==> src/rtl/avt_pkg.sv <==
// Shared types, constants and helper functions of the affine vertex transform.
// Used by every module under rtl; depends on nothing else.
package avt_pkg;

	localparam int WORD_BITS = 16;
	localparam int FRAC_BITS = 8;

	localparam int ENTRY_W = 16;
	localparam int MAT_DIM = 4;
	localparam int MAT_ENTRIES = MAT_DIM * MAT_DIM;
	localparam int INDEX_W = $clog2(MAT_ENTRIES);
	localparam int PROD_W = 2 * ENTRY_W;

	localparam int A41 = 12;
	localparam int A42 = 13;
	localparam int A43 = 14;

	localparam logic REQ_WRITE = 1'b0;
	localparam logic REQ_XFORM = 1'b1;

	localparam logic [ENTRY_W-1:0] ENTRY_ONE = ENTRY_W'(64'd1 << FRAC_BITS);

	typedef logic signed [ENTRY_W-1:0] entry_t;
	typedef logic signed [WORD_BITS-1:0] word_t;
	typedef logic [MAT_ENTRIES-1:0][ENTRY_W-1:0] matrix_t;

	typedef struct packed {
		logic load;
		logic point;
	} lane_ctl_t;

	function automatic matrix_t identity_matrix();
		matrix_t m;
		m = '0;
		for (int r = 0; r < MAT_DIM; r++) begin
			m[r * MAT_DIM + r] = ENTRY_ONE;
		end
		return m;
	endfunction

	function automatic entry_t word_to_entry(input word_t w);
		logic signed [31:0] wide;
		wide = 32'(w);
		return entry_t'(wide[ENTRY_W-1:0]);
	endfunction

endpackage

==> src/rtl/avt_lane.sv <==
// One output column: three fixed-point products registered in stage one,
// then the wrapping sum with the optional translation term. Depends on avt_pkg.
module avt_lane (
	input  logic                 clk,
	input  avt_pkg::lane_ctl_t   ctl,
	input  avt_pkg::entry_t      vec_x,
	input  avt_pkg::entry_t      vec_y,
	input  avt_pkg::entry_t      vec_z,
	input  avt_pkg::entry_t      m_x,
	input  avt_pkg::entry_t      m_y,
	input  avt_pkg::entry_t      m_z,
	input  avt_pkg::entry_t      m_t,
	output avt_pkg::entry_t      sum
);

	logic signed [avt_pkg::PROD_W-1:0] prod_x, prod_y, prod_z;
	avt_pkg::word_t term_x_s1, term_y_s1, term_z_s1, term_t_s1;
	avt_pkg::word_t total;

	assign prod_x = vec_x * m_x;
	assign prod_y = vec_y * m_y;
	assign prod_z = vec_z * m_z;

	always_ff @(posedge clk) begin
		if (ctl.load) begin
			term_x_s1 <= avt_pkg::WORD_BITS'(prod_x >>> avt_pkg::FRAC_BITS);
			term_y_s1 <= avt_pkg::WORD_BITS'(prod_y >>> avt_pkg::FRAC_BITS);
			term_z_s1 <= avt_pkg::WORD_BITS'(prod_z >>> avt_pkg::FRAC_BITS);
			term_t_s1 <= ctl.point ? avt_pkg::WORD_BITS'(32'(m_t)) : '0;
		end
	end

	assign total = term_x_s1 + term_y_s1 + term_z_s1 + term_t_s1;
	assign sum = avt_pkg::word_to_entry(total);

endmodule

==> config.mk <==
export PLATFORM = sky130hd
export DESIGN_NAME = avt_lane
export DESIGN_NICKNAME = d
export VERILOG_FILES = /design/src/rtl/avt_pkg.sv /design/src/rtl/avt_lane.sv
export SDC_FILE = /design/constraint.sdc
export NUM_CORES = 2
export LEC_CHECK = 0
export BUFFER_PORTS_ARGS = -buffer_cell sky130_fd_sc_hd__buf_2
export CORE_MARGIN = 4
export CORE_UTILIZATION = 70
export CTS_BUF_LIST = sky130_fd_sc_hd__clkbuf_4 sky130_fd_sc_hd__clkbuf_8
export CTS_CLUSTER_SIZE = 14
export DETAILED_ROUTE_END_ITERATION = 10
export GPL_TIMING_DRIVEN = 0
export PLACE_DENSITY = 0.89
export SKIP_CTS_REPAIR_TIMING = 1
export SYNTH_ARGS = -nofsm -noshare
export SYNTH_HDL_FRONTEND = slang
export SYNTH_SLANG_ARGS = --single-unit
export TNS_END_PERCENT = 20
==> constraint.sdc <==
create_clock -name clk -period 16.7 [get_ports clk]
set_input_delay 0 -clock clk [delete_from_list [all_inputs] [get_ports clk]]
set_output_delay 0 -clock clk [all_outputs]
set_load 0.005 [all_outputs]
==> run_results.csv <==
group,metric,value,unit
logic_synthesis,netlist_area,25400,sq um
worst_setup_path,crit_end,"term_y_s1[15]",
final_layout,instances_no_fill,3317,
clock_tree,tritoncts,"yes",
final_layout,layout_common_cells,"712 x inv_1, 588 x fa_1, 345 x nand2_1, 336 x and2_1, 225 x ha_1",
worst_hold_path,holdPathStages,2,
worst_setup_path,cp-end-kind,"flip-flop",
detailed_routing,wl_per_cell,18.7,um
timing,postLayoutSetupSlackWorst,9950,ps
worst_setup_path,path_class,"in2reg",
global_routing,track_usage,33.4,%
global_routing,grt_pass1_vias,20939,
clock_tree,cts_root_buffer,"clkbuf_8",
detailed_routing,drt-initial-drc-count,1407,
final_layout,antenna_cells,0,
detailed_routing,drc_errors,0,
placement,port_buffers,119,
clock_tree,clock_path_buffers,2,
logic_synthesis,synth.net_count,3635,
detailed_routing,num_vias,18591,
detailed_routing,first_pass_iters,6,
logic_synthesis,ys_ff_latch,64,
timing,rsz0062_at_grt,"false",
floorplan,die-height,198,um
final_layout,fin_util,75.5,%
final_layout,final_nets,3779,
clock_tree,path_clk_slew,80,ps
placement,dp.cells,3287,
logic_synthesis,syn_inst,2707,
timing,setup_violations,0,
logic_synthesis,ys_seq_area_share,7.58,%
logic_synthesis,ys.flop_type,"edfxtp_1",
worst_hold_path,min_path_type,"in2reg",
worst_setup_path,worstPathRequired,16810,ps
flow_run,cap_violations,0,
timing,final_hold_viol_count,0,
floorplan,rows,69,
worst_setup_path,cp.arrival,6870,ps
timing,tightest_slew,872,ps
detailed_routing,via_per_inst,5.60,
worst_setup_path,path_max_fanout,10,
timing,tns,0,ps
floorplan,fp.dieW,198,um
floorplan,dieArea,39400,sq um
placement,hpwl,53.6,mm
outcome,status,"complete, no violations",
logic_synthesis,synth_edf_count,64,
clock_tree,clkSinkCount,64,
global_routing,gr-total-overflow,0,
timing,fmax,0.148,GHz
placement,pre_cts_ws,9630,ps
global_routing,grt_pass1_wl,103,mm
placement,place.gp.congestion,0.985,
timing,period_share,40.4,%
timing,final.min_clock_period,6750,ps
clock_tree,cts_max_level,3,
worst_setup_path,startpoint,"m_y[7]",
final_layout,drive_gt1_share,5.08,%
timing,report.final.slew_viol_count,0,
worst_setup_path,cp-start-kind,"primary input",
final_layout,area_growth,6.14,%
detailed_routing,drt_wl_total,62.1,mm
global_routing,grt_antenna_before_repair,0,
logic_synthesis,syn_area_per_cell,9.37,sq um
floorplan,pin_count,131,
detailed_routing,ant_nets,0,
clock_tree,numCtsBuffers,9,
global_routing,grt_max_degree,65,
logic_synthesis,yosys_warnings,0,
floorplan,fp.coreArea,35700,sq um
final_layout,final_common_cell,"inv_1",
logic_synthesis,ys_types,52,
floorplan,initial_core_util,71.2,%
timing,slew_headroom,40.4,%
logic_synthesis,async_flop_share,0,%
==> worst max-delay path, cell delays in order <==
cell and delay, ps:
clkbuf_1 340, clkbuf_1 510, nand2_1 160, fa_1 560, inv_1 50, fa_1 480
fa_1 590, fa_1 460, fa_1 510, inv_1 50, fa_1 470, inv_1 50
ha_1 310, a2111oi_0 780, o21ai_0 220, inv_1 110, a31o_2 170, o31ai_1 140
a31o_2 320, and4_1 200, nor3_1 410
==> through the flow <==
step,instance area [sq um],hold WS [ps]
2_1_floorplan,25400,112
3_3_place_gp,26500,283
3_5_place_dp,26500,291
4_1_cts,26800,-85.8
5_1_grt,26900,0.234
6_report,26900,9.41
==> cell families (layout without fill, tap and decap cells) <==
| logic type | Yosys count | count (layout) | synth area share (%) |
|---|---|---|---|
| compound gates | 105 | 105 | 2.88 |
| xor+xnor | 128 | 128 | 4.47 |
| fa+ha+maj | 813 | 813 | 57.5 |
| buf+inv | 809 | 958 | 12.0 |
| flops | 64 | 64 | 7.58 |
| mux | 1 | 1 | 0.0444 |
| simple gates | 787 | 787 | 15.6 |
==> synth_stat cells, drive strengths merged (2+ instances only) <==
cell       n  area (sq um)
ha       225          2820
a211oi     4          35.0
nand2    345          1290
a21o       8          60.1
a31oi      8          50.1
nor2b      8          50.1
o21bai     3          22.5
inv      712          2670
a31o       2          17.5
xnor2     93           815
clkbuf    97           365
or3        4          25.0
o31ai      3          27.5
and3       3          18.8
o2111ai    2          17.5
o21ai     23           119
nor3       8          40.0
o211ai     2          15.0
nor4       2          12.5
and2     336          2100
nand4      7          43.8
nand2b    19           119
a2111oi    5          62.6
edfxtp    64          1920
o311ai     4          35.0
a21oi     25           129
nor2      41           154
o21a       6          45.0
a21boi     2          15.0
nand3      8          40.0
or4        3          22.5
xor2      34           298
o31a       2          17.5
fa       588         11800
==> registers in the layout, summed over array words and instances (netlist names) <==
register   count
term_z_s1     16
term_y_s1     16
term_t_s1     16
term_x_s1     16
==> worst min-delay path by stage <==
stage,from,end,slack [ps]
6_report,m_t[7],term_t_s1[7],9
5_1_grt,m_t[7],term_t_s1[7],0.2
4_1_cts,m_t[15],term_t_s1[15],-90
3_5_place_dp,m_t[15],term_t_s1[15],290
3_3_place_gp,m_t[14],term_t_s1[14],280
2_1_floorplan,ctl[1],term_t_s1[0],110
==> cell type report <==
cell class                      instances  area [sq um]
Multi-Input combinational cell       1834         20400
Clock buffer                            9           124
Inverter                              712          2670
Fill cell                            2389          8730
Sequential cell                        64          1920
Timing Repair Buffer                  133           738
Tap cell                              461           577
Buffer                                 97           365
Clock inverter                          7           120
==> metal layers <==
layer  share of wire, %  global-route usage [%]  vias up  wire length, um
met4                4.7                    11.9        0             2920
met5                  0                       0        -                0
met3                8.5                    6.71      213             5270
met2                 49                    56.7      867            30500
li1                   -                       -     8144                -
met1                 38                    43.4     9367            23400
Power is left out: the tool's default activity adds up to more than one toggle a clock period on the data nets, which glitch-free logic cannot reach.
