$ cat config.mk
export PLATFORM = sky130hd
export DESIGN_NAME = avt_merge
export DESIGN_NICKNAME = d
export VERILOG_FILES = /design/src/rtl/avt_pkg.sv /design/src/rtl/avt_merge.sv
export SDC_FILE = /design/constraint.sdc
export NUM_CORES = 1
export LEC_CHECK = 0
export BUFFER_PORTS_ARGS = -buffer_cell sky130_fd_sc_hd__buf_2
export CAP_MARGIN = 20
export CORE_UTILIZATION = 40
export DETAILED_ROUTE_END_ITERATION = 16
export GPL_ROUTABILITY_DRIVEN = 0
export GPL_TIMING_DRIVEN = 1
export PLACE_DENSITY = 0.84
export SYNTH_ARGS = -nofsm -noshare
export SYNTH_HDL_FRONTEND = slang
export SYNTH_SLANG_ARGS = --single-unit
export TNS_END_PERCENT = 5
$ cat constraint.sdc
create_clock -name clk -period 1.7 [get_ports clk]
set_input_delay 0.34 -clock clk [delete_from_list [all_inputs] [get_ports clk]]
set_output_delay 0.34 -clock clk [all_outputs]
set_load 0.01 [all_outputs]
$ cat src/rtl/avt_pkg.sv
// Shared types, constants and helper functions of the affine vertex transform.
// Used by every module under rtl; depends on nothing else.
package avt_pkg;

	localparam int WORD_BITS = 16;
	localparam int FRAC_BITS = 8;

	localparam int ENTRY_W = 16;
	localparam int MAT_DIM = 4;
	localparam int MAT_ENTRIES = MAT_DIM * MAT_DIM;
	localparam int INDEX_W = $clog2(MAT_ENTRIES);
	localparam int PROD_W = 2 * ENTRY_W;

	localparam int A41 = 12;
	localparam int A42 = 13;
	localparam int A43 = 14;

	localparam logic REQ_WRITE = 1'b0;
	localparam logic REQ_XFORM = 1'b1;

	localparam logic [ENTRY_W-1:0] ENTRY_ONE = ENTRY_W'(64'd1 << FRAC_BITS);

	typedef logic signed [ENTRY_W-1:0] entry_t;
	typedef logic signed [WORD_BITS-1:0] word_t;
	typedef logic [MAT_ENTRIES-1:0][ENTRY_W-1:0] matrix_t;

	typedef struct packed {
		logic load;
		logic point;
	} lane_ctl_t;

	function automatic matrix_t identity_matrix();
		matrix_t m;
		m = '0;
		for (int r = 0; r < MAT_DIM; r++) begin
			m[r * MAT_DIM + r] = ENTRY_ONE;
		end
		return m;
	endfunction

	function automatic entry_t word_to_entry(input word_t w);
		logic signed [31:0] wide;
		wide = 32'(w);
		return entry_t'(wide[ENTRY_W-1:0]);
	endfunction

endpackage

$ cat src/rtl/avt_merge.sv
// Output register that gathers the three lane sums into one result word.
// Holds the word until it is taken. Depends on avt_pkg.
module avt_merge (
	input  logic            clk,
	input  logic            arst_n,
	input  logic            lanes_valid,
	output logic            take,
	input  avt_pkg::entry_t sum_x,
	input  avt_pkg::entry_t sum_y,
	input  avt_pkg::entry_t sum_z,
	output logic            out_valid,
	input  logic            out_ready,
	output avt_pkg::entry_t out_x,
	output avt_pkg::entry_t out_y,
	output avt_pkg::entry_t out_z
);

	logic valid_q;
	avt_pkg::entry_t x_q, y_q, z_q;

	assign take = !valid_q || out_ready;

	always_ff @(posedge clk or negedge arst_n) begin
		if (!arst_n) begin
			valid_q <= 1'b0;
		end else if (take) begin
			valid_q <= lanes_valid;
		end
	end

	always_ff @(posedge clk) begin
		if (take && lanes_valid) begin
			x_q <= sum_x;
			y_q <= sum_y;
			z_q <= sum_z;
		end
	end

	assign out_valid = valid_q;
	assign out_x = x_q;
	assign out_y = y_q;
	assign out_z = z_q;

endmodule

==> run_results.csv, run 1 <==
group,metric,value,unit
run_status,outcome,"finished clean",
floorplanning,die_h,63.1,um
floorplanning,die_x,63.1,um
clock_tree,htree_levels,2,
logic_synthesis,ys_seq_area_frac,0.981,
setup_path,cpLargestDelayFamily,"flip-flops",
routing,drcViolationCount,0,
setup_path,end_kind,"primary output",
worst_hold_path,hp-class,"input port to flip-flop",
layout,fillers,268,
routing,vias,910,
logic_synthesis,synth.most_common_cell,"edfxtp_1",
logic_synthesis,syn_inst,52,
logic_synthesis,async_flop_share,0.0204,
layout,antenna_cells,0,
grt,grt_pass1_wl,4.14,mm
power_and_ir_drop,power_frac_seq,0.626,
layout,synthToLayoutAreaGrowth,46.9,%
logic_synthesis,yosys.area.top_type,"edfxtp_1",
grt,antenna_found_initial,0,
sta,slew_headroom,0.886,
floorplanning,core-area,3470,um^2
logic_synthesis,ys_ff_latch,49,
sta,max_freq,0.796,GHz
placed_design,place_area,2100,um^2
logic_synthesis,synth_xor_area_frac,0,
power_and_ir_drop,p_clk_frac,0.284,
layout,drive_above_1_share,0.683,
grt,grt_pass1_vias,909,
sta,setup_violations,0,
logic_synthesis,synth_fa_ha_area_frac,0,
setup_path,r2r_start,"out_valid",
worst_hold_path,whs_path_depth,1,
logic_synthesis,synth_edf_count,48,
routing,drt_first_pass_iters,4,
worst_hold_path,min_from,"sum_y[11]",
setup_path,cp_num_buf_inv,1,
logic_synthesis,yosys.area_share.simple,0.0192,
layout,final_net_count,215,
setup_path,worstPathRequired,1.36,ns
sta,period_share,0.739,
layout,multi_input_area,28.8,um^2
grt,grtUsageTotal,0.146,
placed_design,hpwl,2.17,mm
setup_path,cp_slowest_stage_delay,0.42,ns
logic_synthesis,synth-main-ff-cell,"edfxtp_1",
sta,fin_skew,0.00977,ns
clock_tree,clockBufferDepth,2,
clock_tree,numClockSinks,49,
routing,wl_per_cell,13.4,um
floorplanning,start_util,0.431,
routing,ant_nets,0,
floorplanning,rows,21,
setup_path,path_cells,"nand2b_4 > buf_2",
setup_path,crit_slowest_cell,"dfrtp_1",
sta,setup_tns,0,ns
layout,final_cell_area,2200,um^2
floorplanning,dieArea,3990,um^2
floorplanning,ios,102,
clock_tree,cts_tree,"built",
routing,vias_per_cell,4.33,
power_and_ir_drop,combPwrFrac,0.090,
setup_path,rr_worst_depth,3,
clock_tree,cts_made_buffers,5,
power_and_ir_drop,p_per_area,1030,nW/um^2
power_and_ir_drop,p_int,0.00179,W
setup_path,ff2ff_setup_slack,0.46,ns
sta,max_slew.worst_pin.slew,0.170,ns
logic_synthesis,synth_cell_types,5,
logic_synthesis,synth_top_area_frac,0.964,
logic_synthesis,synth_top_family_by_area,"simple AND/OR/NAND/NOR gates",
power_and_ir_drop,p_sw,0.000475,W
layout,fin_cells,210,
power_and_ir_drop,p_leak,0.940,nW
grt,grt_max_degree,24,
logic_synthesis,netlist_area,1500,um^2
setup_path,worstReg2RegEnd,"out_y[10]",
logic_synthesis,synth_compound_area_frac,0,
routing,drt_wl_total,2.82,mm
placed_design,dp_cells,201,
sta,period_needed,1.26,ns
sta,final_hold_viol_count,0,
power_and_ir_drop,vdd_drop_max,0.858,mV
layout,seq_area,1470,um^2
layout,finalCoreUtilization,0.633,
logic_synthesis,synth_area_leaders,"edfxtp_1 (96%), dfrtp_1 (1.7%), nand2b_4 (0.92%)",
routing,drtIter0Drc,20,
grt,overflow,0,
setup_path,critPathLaunchType,"flip-flop",
clock_tree,clkSlewWorstSetupHoldPaths,0.09,ns
job,cap_violations,0,
setup_path,arrival,0.92,ns
logic_synthesis,ys_top_cells_by_count,"edfxtp_1 (48), and2_4 (1), dfrtp_1 (1), nand2b_1 (1), nand2b_4 (1)",
setup_path,critPathKind,"flip-flop to primary output",
worst_hold_path,hold_end,"out_y[11]",
logic_synthesis,syn_nets,104,
clock_tree,clock-root-buffer,"clkbuf_8",
sta,drv_slew,0,
sta,hold_ws,0.219,ns
clock_tree,clkLatencyLatePin,0.29,ns
power_and_ir_drop,power.share.switching,0.209,
logic_synthesis,ys_warn_count,0,
placed_design,port_buffers,101,
clock_tree,cts-resized-gates,0,
logic_synthesis,synth_area_per_cell,28.8,um^2
setup_path,cp_max_fo,3,
sta,rsz0062_at_grt,"no",
logic_synthesis,synthMuxAreaShare,0,
registers in the layout, indices dropped and copies added, names as in the netlist:
name and cells:
out_valid 1, out_y 16, out_z 16, out_x 16
cell type report:
class	count	area share
flip-flops and latches	49	0.668
clock inverters	2	0.00684
multi-input cells	3	0.0131
repair buffers	104	0.253
clock buffers	6	0.0330
well taps	46	0.0262
layer usage:
| metal | global-route usage | wire (um) | part of all wire | vias to the layer above |
|---|---|---|---|---|
| li1 | - | - | - | 425 |
| met2 | 0.239 | 1470 | 0.52 | 65 |
| met5 | 0 | 0 | 0 | - |
| met4 | 0.0610 | 20 | 0.0071 | 0 |
| met3 | 0.0851 | 364 | 0.13 | 2 |
| met1 | 0.150 | 961 | 0.34 | 418 |
worst max-delay path by stage:
stage,from,endpoint,slack (ns),cells after the start
2_1_floorplan,out_valid,out_x[0],0.36,2
3_3_place_gp,out_ready,out_x[9],0.43,4
3_5_place_dp,out_ready,out_x[4],0.40,4
4_1_cts,out_valid,take,0.43,2
5_1_grt,out_valid,out_y[10],0.40,3
6_report,out_valid,take,0.44,2
cell usage in the layout, fill, tap and decap left out:
cell	count
clkinvlp_4	2
edfxtp_1	48
clkbuf_1	1
clkbuf_8	5
buf_12	2
dfrtp_1	1
buf_2	101
nand2b_4	1
and2_4	1
nand2b_1	1
dlygate4sd3_1	1
power groups by stage:
| stage | Clock, W | Sequential [W] | Combinational, W |
|---|---|---|---|
| finish | 0.000643 | 0.00142 | 0.000204 |
| CTS | 0.000659 | 0.00142 | 0.000207 |
| floorplan | 0 | 0.00149 | 0.0000281 |
| global route | 0.000709 | 0.00143 | 0.000221 |
| global placement | 0 | 0.00145 | 0.000198 |
| detailed placement | 0 | 0.00145 | 0.000206 |
cell families after synthesis:
kind of cell	after synthesis
and+or+nand+nor	3
DFF	49
what timing repair did:
action | in CTS | in global routing
hold buffers | 1 | 0
endpoints found under the hold margin | 1 | 0
setup buffers | 0 | 0
per-stage QoR:
stage / setup slack [ns] / power (W)
after floorplan: 0.360 / 0.00151
after global placement: 0.433 / 0.00164
after detailed placement: 0.397 / 0.00166
after CTS: 0.431 / 0.00229
after global routing: 0.395 / 0.00236
final: 0.443 / 0.00227
Power figures use the tool's default switching activity.
==> run 2: changes to the inputs <==
--- a/config.mk
+++ b/config.mk
@@ -7,11 +7,11 @@
 export LEC_CHECK = 0
 export BUFFER_PORTS_ARGS = -buffer_cell sky130_fd_sc_hd__buf_2
 export CAP_MARGIN = 20
-export CORE_UTILIZATION = 40
+export CORE_UTILIZATION = 36
 export DETAILED_ROUTE_END_ITERATION = 16
 export GPL_ROUTABILITY_DRIVEN = 0
 export GPL_TIMING_DRIVEN = 1
-export PLACE_DENSITY = 0.84
+export PLACE_DENSITY = 0.8
 export SYNTH_ARGS = -nofsm -noshare
 export SYNTH_HDL_FRONTEND = slang
 export SYNTH_SLANG_ARGS = --single-unit
==> constraint.sdc (replaced) <==
create_clock -name clk -period 1.15 [get_ports clk]
set_input_delay 0.23 -clock clk [delete_from_list [all_inputs] [get_ports clk]]
set_output_delay 0.23 -clock clk [all_outputs]
set_load 0.01 [all_outputs]
==> run_results.csv, run 2 (synthesis results as in run 1) <==
group,metric,value,unit
grt,grt_pass1_vias,907,
layout,final_net_count,216,
sta,period_needed,1.16,ns
power_and_ir_drop,p_clk_frac,0.324,
floorplanning,dieArea,4410,um^2
worst_hold_path,whs_path_depth,1,
floorplanning,ios,102,
sta,setup_tns,-0.162,ns
sta,hold_ws,0.108,ns
sta,period_share,1.01,
power_and_ir_drop,combPwrFrac,0.087,
placed_design,hpwl,2.19,mm
setup_path,path_cells,"nand2b_4 > and2_4 > buf_4",
sta,rsz0062_at_grt,"yes",
power_and_ir_drop,power.share.switching,0.194,
floorplanning,core-area,4000,um^2
layout,antenna_cells,0,
routing,drt_wl_total,2.90,mm
clock_tree,clock-root-buffer,"clkbuf_8",
worst_hold_path,hold_end,"out_z[8]",
routing,drtIter0Drc,35,
grt,grt_max_degree,22,
setup_path,rr_worst_depth,3,
placed_design,dp_cells,206,
power_and_ir_drop,p_int,0.00287,W
layout,drive_above_1_share,0.685,
layout,final_cell_mix,"buf_2 (100), edfxtp_1 (48), clkbuf_8 (5)",
run_status,violations,"negative setup slack",
sta,max_freq,0.862,GHz
grt,globalRouteMet3Util,0.0759,
layout,synthToLayoutAreaGrowth,49.5,%
setup_path,critPathKind,"flip-flop to flip-flop",
clock_tree,numClockSinks,49,
floorplanning,die_x,66.4,um
worst_hold_path,min_from,"sum_z[8]",
power_and_ir_drop,p_leak,0.965,nW
grt,grtUsageMet2,0.213,
grt,grtUsageTotal,0.131,
sta,slew_headroom,0.908,
clock_tree,htree_levels,2,
setup_path,r2r_start,"out_valid",
routing,ant_nets,0,
job,cap_violations,0,
sta,setup_violations,29,
clock_tree,clockBufferDepth,2,
clock_tree,cts_tree,"built",
setup_path,worstPathRequired,1.15,ns
setup_path,worstReg2RegEnd,"out_y[8]",
routing,drt_first_pass_iters,4,
grt,grt_pass1_wl,3.93,mm
sta,max_slew.worst_pin.slew,0.138,ns
routing,wl_per_cell,13.5,um
placed_design,port_buffers,101,
layout,layout_commonest_cell,"buf_2",
setup_path,crit_slowest_cell,"dfrtp_1",
sta,fin_skew,0.00678,ns
routing,vias,920,
clock_tree,clkSlewWorstSetupHoldPaths,0.08,ns
setup_path,cp_slowest_stage_delay,0.42,ns
setup_path,arrival,1.16,ns
floorplanning,die_h,66.4,um
grt,met1_usage,0.137,
power_and_ir_drop,p_sw,0.000692,W
floorplanning,start_util,0.374,
clock_tree,clkLatencyLatePin,0.29,ns
setup_path,cp_max_fo,8,
routing,vias_per_cell,4.28,
routing,drcViolationCount,0,
setup_path,critPathLaunchType,"flip-flop",
power_and_ir_drop,p_per_area,1600,nW/um^2
worst_hold_path,hp-class,"input port to flip-flop",
run_status,outcome,"finished, violations left",
sta,layout_setup_ws,-0.0102,ns
setup_path,end_kind,"flip-flop",
sta,drv_slew,0,
clock_tree,cts_made_buffers,5,
grt,global_route.peak_usage_layer,"met2",
power_and_ir_drop,vdd_drop_max,0.811,mV
floorplanning,rows,23,
grt,antenna_found_initial,0,
sta,final_hold_viol_count,0,
layout,fin_cells,215,
grt,overflow,0,
setup_path,cpLargestDelayFamily,"flip-flops",
power_and_ir_drop,power_frac_seq,0.589,
placed_design,place_ws,0.00981,ns
setup_path,cp_num_buf_inv,1,
setup_path,ff2ff_setup_slack,-0.01,ns
==> run 2: worst max path at each step <==
| stage | start | to | slack [ns] | cells after the start |
|---|---|---|---|---|
| after floorplan | out_valid | out_x[0] | -0.19 | 2 |
| after global placement | out_valid | out_x[13] | 0.04 | 3 |
| after detailed placement | out_valid | out_y[0] | 0.01 | 3 |
| after CTS | out_valid | out_x[0] | -0.01 | 3 |
| after global routing | out_valid | out_x[0] | -0.03 | 3 |
| final | out_valid | out_y[8] | -0.01 | 3 |
==> run 2: what timing repair did <==
action                                  CTS  global route
cloned                                    0             0
hold buffers                              1             0
hold endpoints to repair                  1             0
endpoints found under the setup margin   12            49
setup buffers                             0             0
resized for setup                         1             0
==> run 2: layer usage <==
layer | wire length [um] | share of wire
met2 | 1420 | 0.49
met5 | 0 | 0
met4 | 41 | 0.014
met1 | 1070 | 0.37
met3 | 362 | 0.13
==> run 2: area by class of cell <==
type | count | area, um^2
Multi-Input combinational cell | 3 | 28.8
Sequential cell | 49 | 1470
Fill cell | 311 | 1770
Tap cell | 50 | 62.6
Clock inverter | 2 | 35.0
Timing Repair Buffer | 105 | 569
Clock buffer | 6 | 72.6
==> run 2: power by group through the flow <==
stage | logic (W) | clock network [W] | registers (W)
after detailed placement | 0.000306 | 0 | 0.00214
after floorplan | 0.0000415 | 0 | 0.00220
after CTS | 0.000313 | 0.00119 | 0.00210
final | 0.000310 | 0.00116 | 0.00210
after global placement | 0.000299 | 0 | 0.00214
after global routing | 0.000333 | 0.00125 | 0.00211
==> run 2: per-stage QoR <==
stage	cell area [um^2]	util	power (W)
floorplan	1500	-	0.00224
global placement	2110	0.528	0.00244
detailed placement	2110	0.528	0.00245
CTS	2230	0.559	0.00360
global route	2230	0.559	0.00369
finish	2230	0.559	0.00357
==> run 2: worst register-to-register path: stages, from the launching register on <==
cell      delay [ns]
dfrtp_1         0.42
nand2b_4        0.09
and2_4          0.18
buf_4           0.17
