File: config.mk
export PLATFORM = sky130hd
export DESIGN_NAME = avt_matrix
export DESIGN_NICKNAME = d
export VERILOG_FILES = /design/src/rtl/avt_pkg.sv /design/src/rtl/avt_matrix.sv
export SDC_FILE = /design/constraint.sdc
export NUM_CORES = 1
export LEC_CHECK = 0
export ABC_AREA = 1
export BUFFER_PORTS_ARGS = -buffer_cell sky130_fd_sc_hd__buf_2
export CAP_MARGIN = 0
export CORE_ASPECT_RATIO = 0.5
export CORE_UTILIZATION = 57
export CTS_CLUSTER_SIZE = 8
export DETAILED_ROUTE_END_ITERATION = 10
export GPL_TIMING_DRIVEN = 0
export MAX_ROUTING_LAYER = met4
export PLACE_DENSITY_LB_ADDON = 0.2
export SETUP_SLACK_MARGIN = 0.5
export SLEW_MARGIN = 20
export SYNTH_ARGS = -nofsm -noshare
export SYNTH_HDL_FRONTEND = slang
export SYNTH_SLANG_ARGS = --single-unit
File: constraint.sdc
create_clock -name clk -period 1.1 [get_ports clk]
set_input_delay 0.165 -clock clk [delete_from_list [all_inputs] [get_ports clk]]
set_output_delay 0.165 -clock clk [all_outputs]
set_load 0.005 [all_outputs]
File: src/rtl/avt_pkg.sv
// Shared types, constants and helper functions of the affine vertex transform.
// Used by every module under rtl; depends on nothing else.
package avt_pkg;

	localparam int WORD_BITS = 16;
	localparam int FRAC_BITS = 8;

	localparam int ENTRY_W = 16;
	localparam int MAT_DIM = 4;
	localparam int MAT_ENTRIES = MAT_DIM * MAT_DIM;
	localparam int INDEX_W = $clog2(MAT_ENTRIES);
	localparam int PROD_W = 2 * ENTRY_W;

	localparam int A41 = 12;
	localparam int A42 = 13;
	localparam int A43 = 14;

	localparam logic REQ_WRITE = 1'b0;
	localparam logic REQ_XFORM = 1'b1;

	localparam logic [ENTRY_W-1:0] ENTRY_ONE = ENTRY_W'(64'd1 << FRAC_BITS);

	typedef logic signed [ENTRY_W-1:0] entry_t;
	typedef logic signed [WORD_BITS-1:0] word_t;
	typedef logic [MAT_ENTRIES-1:0][ENTRY_W-1:0] matrix_t;

	typedef struct packed {
		logic load;
		logic point;
	} lane_ctl_t;

	function automatic matrix_t identity_matrix();
		matrix_t m;
		m = '0;
		for (int r = 0; r < MAT_DIM; r++) begin
			m[r * MAT_DIM + r] = ENTRY_ONE;
		end
		return m;
	endfunction

	function automatic entry_t word_to_entry(input word_t w);
		logic signed [31:0] wide;
		wide = 32'(w);
		return entry_t'(wide[ENTRY_W-1:0]);
	endfunction

endpackage

File: src/rtl/avt_matrix.sv
// Register file holding the 4x4 matrix in row-major order, reset to identity.
// One write port; every entry is visible at once. Depends on avt_pkg.
module avt_matrix (
	input  logic                        clk,
	input  logic                        arst_n,
	input  logic                        wr_en,
	input  logic [avt_pkg::INDEX_W-1:0] wr_index,
	input  logic [avt_pkg::ENTRY_W-1:0] wr_value,
	output avt_pkg::matrix_t            entries
);

	avt_pkg::matrix_t mat_q;

	always_ff @(posedge clk or negedge arst_n) begin
		if (!arst_n) begin
			mat_q <= avt_pkg::identity_matrix();
		end else if (wr_en) begin
			mat_q[wr_index] <= wr_value;
		end
	end

	assign entries = mat_q;

endmodule

==> results of run 1 <==
-- Yosys cell counts (all sizes together) --
master  number
buf         37
clkbuf      47
dfrtp      252
dfstp        4
inv         38
nand2      685
nand3        9
nand4       64
nor2        18
o21bai      32
-- kinds of logic after synthesis --
group | after synthesis
buf+inv | 122
compound gates | 32
flops | 256
simple gates | 776
-- stage by stage --
| step | utilization | std cells | cell area (um^2) | worst slack [ns] |
|---|---|---|---|---|
| after floorplan | - | 1186 | 10800 | 0.0963 |
| after CTS | 0.874 | 1883 | 15300 | -0.199 |
| after detailed placement | 0.712 | 1684 | 12500 | -0.573 |
| after global placement | 0.708 | 1682 | 12400 | -4.50 |
-- per-layer routing --
layer | GRT usage | overflow
met3 | 0.849 | 38
met2 | 1.14 | 559
met4 | 1.08 | 259
met1 | 0.944 | 23
met5 | - | -
-- what timing repair did --
| action | CTS |
|---|---|
| resized for setup | 182 |
| cloned | 8 |
| buffers inserted | 130 |
| endpoints found under the hold margin | 54 |
| endpoints found under the setup margin | 506 |
| pin swaps | 149 |
==> results.json, run 1 <==
{
  "status": "stopped before the end",
  "stop_stage": "global routing",
  "tool.error": "[ERROR GRT-0232] Routing congestion too high. Check the congestion heatmap in the GUI.",
  "numCtsBuffers": 37,
  "clockRootBuffer": "clkbuf_16",
  "synthesis.area_um2": 10300,
  "avgSynthCellArea_um2": 8.70,
  "synthAdderAreaFrac": 0,
  "rows": 34,
  "grt_overflow_total": 879,
  "routabilityCongestion": 0.862,
  "postGrtWorstEndpoint": "entries[248]",
  "ys_warn_count": 0,
  "yosys.area.top_type_share": 0.611,
  "synth-seq-area-share": 0.621,
  "grt_max_degree": 103,
  "synth_compound_area_frac": 0.0233,
  "ys_top_cells_by_area": "dfrtp_1 61%, nand2_1 25%, nand4_1 3.9%",
  "portBuffers": 262,
  "cts.path.max_buffers": 3,
  "worst_endpoint_kind": "output port",
  "synth_xor_area_frac": 0,
  "synth.largest_area_cell": "dfrtp_1",
  "syn_inst": 1186,
  "synth_top_family_by_area": "simple AND/OR/NAND/NOR gates",
  "yosys.area_share.simple": 0.305,
  "cts_max_level": 2,
  "ys_ff_latch": 256,
  "synth.area.mux_share": 0,
  "clock_sinks": 256,
  "dieWidth_um": 192,
  "hpwl_um": 21300,
  "synth_cell_types": 17,
  "ios": 279,
  "start_util": 0.589,
  "syn_nets": 1209,
  "grt_usage": 1.00,
  "die_h_um": 97.1
}
==> inputs of run 2 (changes only) <==
CORE_ASPECT_RATIO = unset   (was 0.5)
CORE_UTILIZATION = 40   (was 57)
CTS_CLUSTER_SIZE = unset   (was 8)
MAX_ROUTING_LAYER = unset   (was met4)
PLACE_DENSITY_LB_ADDON = 0.15   (was 0.2)
SETUP_SLACK_MARGIN = unset   (was 0.5)
==> run 2 against run 1 <==
Effect of this change:
- the flow now finishes, with violations (negative setup slack)
- area after synthesis unchanged
- synthesized cell count unchanged
==> results.json, run 2 <==
{
  "start_util": 0.409,
  "clockRootBuffer": "clkbuf_16",
  "start_kind": "register",
  "tns_ns": -26.99,
  "ys_top_cells_by_area": "dfrtp_1 61%, nand2_1 25%, nand4_1 3.9%",
  "cts.path.max_buffers": 3,
  "finalSetupViolations": 256,
  "nets": 1632,
  "synth.largest_area_cell": "dfrtp_1",
  "drv_cap": 0,
  "core_um2": 25300,
  "status": "complete, but fails checks",
  "cts_max_level": 1,
  "finalWirelength_um": 34200,
  "synth_cell_types": 17,
  "register_area_um2": 6410,
  "dr_total_vias": 9370,
  "crit_type": "reg -> out",
  "hold_path.class": "in -> reg",
  "dr.pass1.iters": 5,
  "async_flop_share": 1.00,
  "synth_commonest_cells": "683 x nand2_1, 252 x dfrtp_1, 64 x nand4_1",
  "rows": 58,
  "slew_headroom": 0.462,
  "num_antenna_cells": 0,
  "areaGrowthSynthToFinish_pct": 37.9,
  "drc": 0,
  "synth.most_common_cell": "nand2_1",
  "p_clk_frac": 0.312,
  "ios": 279,
  "crit_required_ns": 0.94,
  "p_per_area_nw_per_um2": 1980,
  "drtIter0Drc": 733,
  "slowest_delay_ns": 0.53,
  "ys_warn_count": 0,
  "numCtsBuffers": 27,
  "seqPwrFrac": 0.443,
  "endpoint_kind": "output port",
  "grt_usage": 0.250,
  "final_cell_mix": "676 x nand2_1, 262 x buf_2, 252 x dfrtp_1, 136 x buf_4, 64 x nand4_1",
  "clock_sinks": 256,
  "die-area_um2": 26400,
  "finalCritPeriodShare": 1.21,
  "fin_cells": 1953,
  "vias_per_cell": 4.80,
  "share_comb_of_total_power": 0.245,
  "final_common_cell": "nand2_1",
  "ys_ff_latch": 256,
  "drive_gt1_frac": 0.315,
  "hold_viol": 0,
  "yosys.area.top_type_share": 0.611,
  "worst_slack_ns": -0.229,
  "cts.clk_slew.worst_paths_ns": 0.07,
  "p_int_uw": 20200,
  "p_switching_uw": 8050,
  "syn_inst": 1186,
  "multi_input_area_um2": 3490,
  "worstPathArrival_ns": 1.16,
  "tritoncts": "built",
  "crit_fanout": 2,
  "grt_pass1_vias": 8706,
  "sw_frac_of_total": 0.285,
  "largest_register_ffs": 256,
  "wl_per_cell_um": 17.5,
  "timing.final.crit_period_ns": 1.33,
  "die_h_um": 163,
  "critical_path.top_delay_family": "flip-flops",
  "grt_overflow_total": 0,
  "routabilityCongestion": 0.801,
  "grt_max_degree": 97,
  "portBuffers": 262,
  "rsz0062_at_grt": "true",
  "fin_hold_ws_ns": 0.0366,
  "ys.flop_type": "dfrtp_1",
  "tightest_slew_ns": 0.807,
  "ant_nets": 0,
  "violations": "negative setup slack",
  "leakagePower_uw": 0.00812,
  "fin_skew_ns": 0,
  "path_cells": "buf_2",
  "antenna_found_initial": 0,
  "num-fill-cells": 2382,
  "avgSynthCellArea_um2": 8.70,
  "hpwl_um": 22100,
  "grt_first_pass_wirelength_um": 50700,
  "clk_latency_ns": 0.53,
  "dp.cells": 1780,
  "syn_nets": 1209,
  "drv_slew": 0,
  "synth-seq-area-share": 0.621,
  "synth_edf_count": 0,
  "synthesis.area_um2": 10300,
  "vdd_drop_max_uv": 1150,
  "dieWidth_um": 163,
  "cp_slowest_cell": "dfstp_2",
  "power_uw": 28200,
  "crit_buf_inv": 1,
  "max_freq_ghz": 0.752
}
run 2: cells by family after synthesis:
logic type / count (synthesis) / share of synthesized area
simple gates: 776 / 0.305
flops: 256 / 0.621
buf+inv: 122 / 0.0508
compound gates: 32 / 0.0233
run 2: area by class of cell:
cell class / instances / share of cell area
Timing Repair Buffer: 394 / 0.179
Sequential cell: 256 / 0.450
Inverter: 38 / 0.0100
Buffer: 84 / 0.0275
Clock buffer: 39 / 0.0556
Multi-Input combinational cell: 808 / 0.246
Clock inverter: 4 / 0.00316
Tap cell: 330 / 0.0290
run 2: path summary, 6_finish.rpt:
kind	slack (ns)	to	cells past startpoint	from
min	0.04	entries[211]	3	wr_value[3]
max in group asynchronous	0.24	entries[167]	3	arst_n
max reg2reg	0.16	entries[152]	5	entries[152]
max	-0.23	entries[248]	1	entries[248]
min in group asynchronous	0.16	entries[4]	2	arst_n
min reg2reg	0.46	entries[248]	2	entries[248]
run 2: power by group through the flow:
| stage | sequential, uW | clock, uW | combinational [uW] |
|---|---|---|---|
| 6_report | 12500 | 8820 | 6910 |
| 5_1_grt | 12700 | 9310 | 7710 |
| 4_1_cts | 12500 | 8950 | 6120 |
| 3_5_place_dp | 12600 | 0 | 5280 |
| 3_3_place_gp | 12600 | 0 | 5150 |
| 2_1_floorplan | 12700 | 0 | 1990 |
run 2: tightest hold or removal path, delay by kind of cell:
| family | cells | cell delay, ns |
|---|---|---|
| buf+inv | 1 | 0.20 |
| simple gates | 2 | 0.16 |
run 2: metal layers:
| layer | up-vias | global-route usage | wire (um) |
|---|---|---|---|
| met1 | 4500 | 0.339 | 14800 |
| met2 | 339 | 0.413 | 16200 |
| li1 | 4497 | - | - |
| met3 | 34 | 0.0553 | 2590 |
| met5 | - | 0 | 0 |
| met4 | 0 | 0.0535 | 545 |
run 2: timing repair:
| item | CTS | global route |
|---|---|---|
| pin swaps | 0 | 1 |
| hold buffers | 1 | 0 |
| gates cloned | 0 | 2 |
| setup buffers | 62 | 65 |
| endpoints found under the setup margin | 290 | 536 |
| gates resized for setup | 24 | 42 |
| endpoints found under the hold margin | 66 | 0 |
run 2: stage by stage:
step           cell area [um^2]   util  worst slack (ns)
6_report                  14200  0.564            -0.229
3_5_place_dp              12100  0.480            -0.760
4_1_cts                   13500  0.536            -0.252
2_1_floorplan             10300      -           -0.0636
5_1_grt                   14200  0.564            -0.263
3_3_place_gp              12000  0.477             -4.96
(Power assumes the default switching activity.)
==> inputs of run 3 (changes only) <==
BUFFER_PORTS_ARGS = unset   (was -buffer_cell sky130_fd_sc_hd__buf_2)
CTS_BUF_LIST = sky130_fd_sc_hd__clkbuf_8 sky130_fd_sc_hd__clkbuf_16   (was unset)
DONT_BUFFER_PORTS = 1   (was unset)
TNS_END_PERCENT = 20   (was unset)
==> run 3 against run 2 <==
Effect of this change:
- combinational power shrank 64%
- the run ends with negative hold slack, negative setup slack left
- largest power group unchanged
- non-clock buffer count is 392 lower
- critical path depth decreased by 1
- clock-buffer cell count fell by 3
- largest cell class unchanged
- wire length shrank 6.2%
- global-route usage decreased by 0.73 points
- maximum frequency rose by 8.0%
==> results.json, run 3 (same netlist as run 2, synthesis figures left out) <==
{
  "clk_latency_ns": 0.53,
  "tritoncts": "built",
  "nets": 1240,
  "ant_nets": 0,
  "drv_cap": 0,
  "final_cell_mix": "682 x nand2_1, 251 x dfrtp_1, 64 x nand4_1, 46 x clkbuf_1, 39 x inv_1",
  "slew_headroom": 0.446,
  "max_freq_ghz": 0.813,
  "hold_viol": 262,
  "cp.depth": 0,
  "grt_pass1_vias": 7536,
  "leakagePower_uw": 0.00626,
  "clockRootBuffer": "clkbuf_16",
  "tightest_slew_ns": 0.831,
  "fin_skew_ns": 0,
  "die_h_um": 163,
  "drive_gt1_frac": 0.0865,
  "rsz0062_at_grt": "true",
  "grt_overflow_total": 0,
  "rows": 58,
  "numCtsBuffers": 27,
  "place_area_um2": 10700,
  "crit_fanout": 2,
  "finalCritPeriodShare": 1.12,
  "areaGrowthSynthToFinish_pct": 13.9,
  "antenna_found_initial": 0,
  "design_area_um2": 11800,
  "start_kind": "register",
  "hold_path.class": "in -> async",
  "r2r_cells": 3,
  "drc": 0,
  "violations": "negative hold slack, negative setup slack",
  "hpwl_um": 21000,
  "crit_required_ns": 0.94,
  "timing.final.crit_period_ns": 1.23,
  "cts.path.max_buffers": 3,
  "endpoint_kind": "output port",
  "largest_register_ffs": 256,
  "ios": 279,
  "crit_type": "reg -> out",
  "dr.pass1.iters": 5,
  "fin_hold_ws_ns": -0.672,
  "die-area_um2": 26400,
  "wl_per_cell_um": 20.5,
  "start_util": 0.409,
  "dp_slack_ns": -0.632,
  "status": "complete, but fails checks",
  "vdd_drop_max_uv": 1200,
  "grt_max_degree": 257,
  "drtIter0Drc": 655,
  "vias_per_cell": 4.98,
  "clock_sinks": 256,
  "core_um2": 25300,
  "worstPathArrival_ns": 1.07,
  "worst_slack_ns": -0.131,
  "dieWidth_um": 163,
  "num_antenna_cells": 0,
  "finalSetupViolations": 130,
  "grt_first_pass_wirelength_um": 48500,
  "cts.clk_slew.worst_paths_ns": 0.06,
  "portBuffers": 0,
  "power_uw": 25900,
  "dr_total_vias": 7805,
  "p_per_area_nw_per_um2": 2200,
  "final_common_cell": "nand2_1",
  "finalWirelength_um": 32100,
  "grt_usage": 0.243,
  "routabilityCongestion": 0.808,
  "cts_max_level": 1,
  "drv_slew": 0
}
==> run 3: cell count changes in the layout (fill, tap and decap cells not counted), sizes merged <==
cell         change
clkinv           +2
bufinv           +4
clkbuf           -7
inv              +3
dlygate4sd3      +1
buf            -389
==> run 3: worst paths after layout <==
path	end	slack, ns	start
worst min-delay path	entries[3]	-0.67	arst_n
worst max register to register	entries[88]	0.26	entries[88]
max in group asynchronous	entries[161]	1.26	arst_n
worst max-delay path	entries[168]	-0.13	entries[168]
worst min register to register	entries[248]	0.47	entries[248]
min in group clk	entries[132]	-0.02	wr_index[2]
==> run 3: timing repair <==
action / CTS / global route
gates resized for setup: 2 / 8
buffers inserted: 0 / 0
endpoints found under the setup margin: 264 / 294
hold buffers: 1 / 1
cloned: 0 / 0
endpoints found under the hold margin: 268 / 262
==> run 3: layout make-up <==
cell class / count / area, um^2
Timing Repair Buffer: 2 / 20.0
Buffer: 84 / 383
Tap cell: 330 / 413
Clock buffer: 36 / 800
Sequential cell: 256 / 6410
Inverter: 38 / 143
Multi-Input combinational cell: 808 / 3400
Fill cell: 2421 / 13500
Clock inverter: 13 / 186
==> run 3: report_power, final <==
| group | total, uW | internal [uW] | switching [uW] |
|---|---|---|---|
| combinational | 2480 | 986 | 1490 |
| sequential | 13400 | 11400 | 1940 |
| clock | 10000 | 6230 | 3810 |
| total | 25900 | 18600 | 7240 |
==> run 3: per-layer routing <==
metal  GRT usage  wire length, um  vias to the layer above
li1            -                -                     3725
met1       0.317            13400                     3769
met2       0.384            14800                      271
met3      0.0899             3340                       40
met4      0.0556              599                        0
met5           0                0                        -
==> run 3: stage by stage <==
stage	setup TNS, ns	cells	util	hold slack (ns)
2_1_floorplan	-4.81	1186	-	-0.131
3_3_place_gp	-93.66	1516	0.425	-0.122
3_5_place_dp	-94.95	1516	0.425	-0.124
4_1_cts	-5.68	1566	0.465	-0.687
5_1_grt	-9.32	1567	0.466	-0.699
6_report	-1.89	1567	0.466	-0.672
==> inputs of run 4 (changes only) <==
HOLD_SLACK_MARGIN = 0.15   (was unset)
==> run 4 against run 3 <==
Effect of this change:
- the run still ends with negative hold slack, negative setup slack left
- final cell count rose by 1.4%
- worst hold slack got worse by 0.00078 ns
- maximum frequency fell by 0.11%
- die area did not move
- core utilization rose by 0.89 points
- clock power barely moved
- sequential share of layout area fell by 1.0 points
- register-to-register slack barely moved
- wire length rose by 2.8%
- power rose by 0.40%
- critical path depth did not move
- non-clock buffer count rose by 22
- largest cell class unchanged
- highest routed layer unchanged
==> results.json, run 4 (same netlist as run 2, synthesis figures left out) <==
{
  "grt_pass1_vias": 7692,
  "numCtsBuffers": 27,
  "drtIter0Drc": 670,
  "grt_overflow_total": 0,
  "leakagePower_uw": 0.00636,
  "endpoint_kind": "output port",
  "final_common_cell": "nand2_1",
  "clockRootBuffer": "clkbuf_16",
  "register_area_um2": 6410,
  "slew_headroom": 0.428,
  "cts.path.max_buffers": 3,
  "antenna_found_initial": 0,
  "drc": 0,
  "num_antenna_cells": 0,
  "vias_per_cell": 5.03,
  "start_util": 0.409,
  "areaGrowthSynthToFinish_pct": 16.1,
  "rows": 58,
  "ios": 279,
  "nets": 1262,
  "multi_input_area_um2": 3400,
  "crit_fanout": 2,
  "start_kind": "register",
  "cts.clk_slew.worst_paths_ns": 0.06,
  "grt_first_pass_wirelength_um": 49700,
  "timing.final.crit_period_ns": 1.23,
  "violations": "negative hold slack, negative setup slack",
  "r2r-end": "entries[88]",
  "final_cell_mix": "682 x nand2_1, 251 x dfrtp_1, 64 x nand4_1, 47 x clkbuf_1, 39 x inv_1",
  "die_h_um": 163,
  "p_per_area_nw_per_um2": 2170,
  "num-fill-cells": 2414,
  "status": "complete, but fails checks",
  "core_um2": 25300,
  "grt_max_degree": 257,
  "hold_path.class": "in -> async",
  "fin_cells": 1589,
  "crit_type": "reg -> out",
  "routabilityCongestion": 0.808,
  "ant_nets": 0,
  "clock_sinks": 256,
  "max_freq_ghz": 0.812,
  "worstPathArrival_ns": 1.07,
  "portBuffers": 0,
  "wl_per_cell_um": 20.7,
  "dr_total_vias": 7994,
  "worst_slack_ns": -0.132,
  "r2r_cells": 3,
  "dieWidth_um": 163,
  "grt_usage": 0.250,
  "largest_register_ffs": 256,
  "fin_hold_ws_ns": -0.673,
  "dr.pass1.iters": 5,
  "drive_gt1_frac": 0.0842,
  "fin_skew_ns": 0,
  "hold_viol": 271,
  "clk_latency_ns": 0.53,
  "r2r-start": "entries[88]",
  "die-area_um2": 26400,
  "crit_required_ns": 0.94,
  "cts_setup_buffers": 0,
  "finalCritPeriodShare": 1.12,
  "finalSetupViolations": 146,
  "rsz0062_at_grt": "true",
  "power_uw": 26000,
  "hpwl_um": 21000,
  "tightest_slew_ns": 0.858,
  "tritoncts": "built",
  "ff2ff_setup_slack_ns": 0.26,
  "drv_slew": 0,
  "finalWirelength_um": 33000,
  "holdBufCountCts": 24,
  "dp.cells": 1516,
  "vdd_drop_max_uv": 1250,
  "cts_max_level": 1,
  "drv_cap": 0
}
==> run 4: changes by cell type in the layout (fill, tap and decap cells not counted) <==
cell	previous run	this run
clkbuf_1	46	47
clkbuf_2	1	0
dlygate4sd3_1	2	22
dlymetal6s4s_1	0	2
==> run 4: timing repair <==
action	in CTS	in global routing
cloned	0	0
gates resized for setup	2	7
hold endpoints to repair	398	324
endpoints found under the setup margin	264	310
==> run 4: final cells by class <==
class | count | share of cell area
Sequential cell | 256 | 0.535
Multi-Input combinational cell | 808 | 0.284
Clock buffer | 36 | 0.0667
Tap cell | 330 | 0.0345
Buffer | 84 | 0.0319
Timing Repair Buffer | 24 | 0.0205
Clock inverter | 13 | 0.0156
Inverter | 38 | 0.0119
==> run 4: per-stage QoR <==
| step | setup WS, ns | area [um^2] | util | setup TNS [ns] |
|---|---|---|---|---|
| after global routing | -0.171 | 12000 | 0.474 | -9.32 |
| after detailed placement | -0.632 | 10700 | 0.425 | -94.95 |
| after CTS | -0.152 | 12000 | 0.474 | -7.18 |
| after global placement | -0.633 | 10700 | 0.425 | -93.66 |
| final | -0.132 | 12000 | 0.474 | -2.07 |
| after floorplan | -0.0636 | 10300 | - | -4.81 |
==> run 4: where the power goes <==
group	total, uW	leakage (uW)	switching (uW)	internal [uW]
Clock	10100	0.000504	3830	6230
Combinational	2570	0.00263	1530	1040
Sequential	13400	0.00322	1940	11400
Total	26000	0.00636	7300	18700
==> run 4: worst max-delay path by stage <==
| stage | from | to | slack (ns) | depth (start not counted) |
|---|---|---|---|---|
| final | entries[8] | entries[8] | -0.13 | 0 |
| after global routing | entries[168] | entries[168] | -0.17 | 0 |
| after CTS | entries[168] | entries[168] | -0.15 | 0 |
| after detailed placement | wr_index[2] | entries[181] | -0.63 | 6 |
| after global placement | wr_index[2] | entries[181] | -0.63 | 6 |
| after floorplan | wr_en | entries[144] | -0.06 | 5 |
==> run 4: layer usage <==
| layer | wire length (um) | global-route usage |
|---|---|---|
| met1 | 13800 | 0.327 |
| met2 | 15100 | 0.394 |
| met3 | 3400 | 0.0884 |
| met4 | 736 | 0.0650 |
| met5 | 0 | 0 |
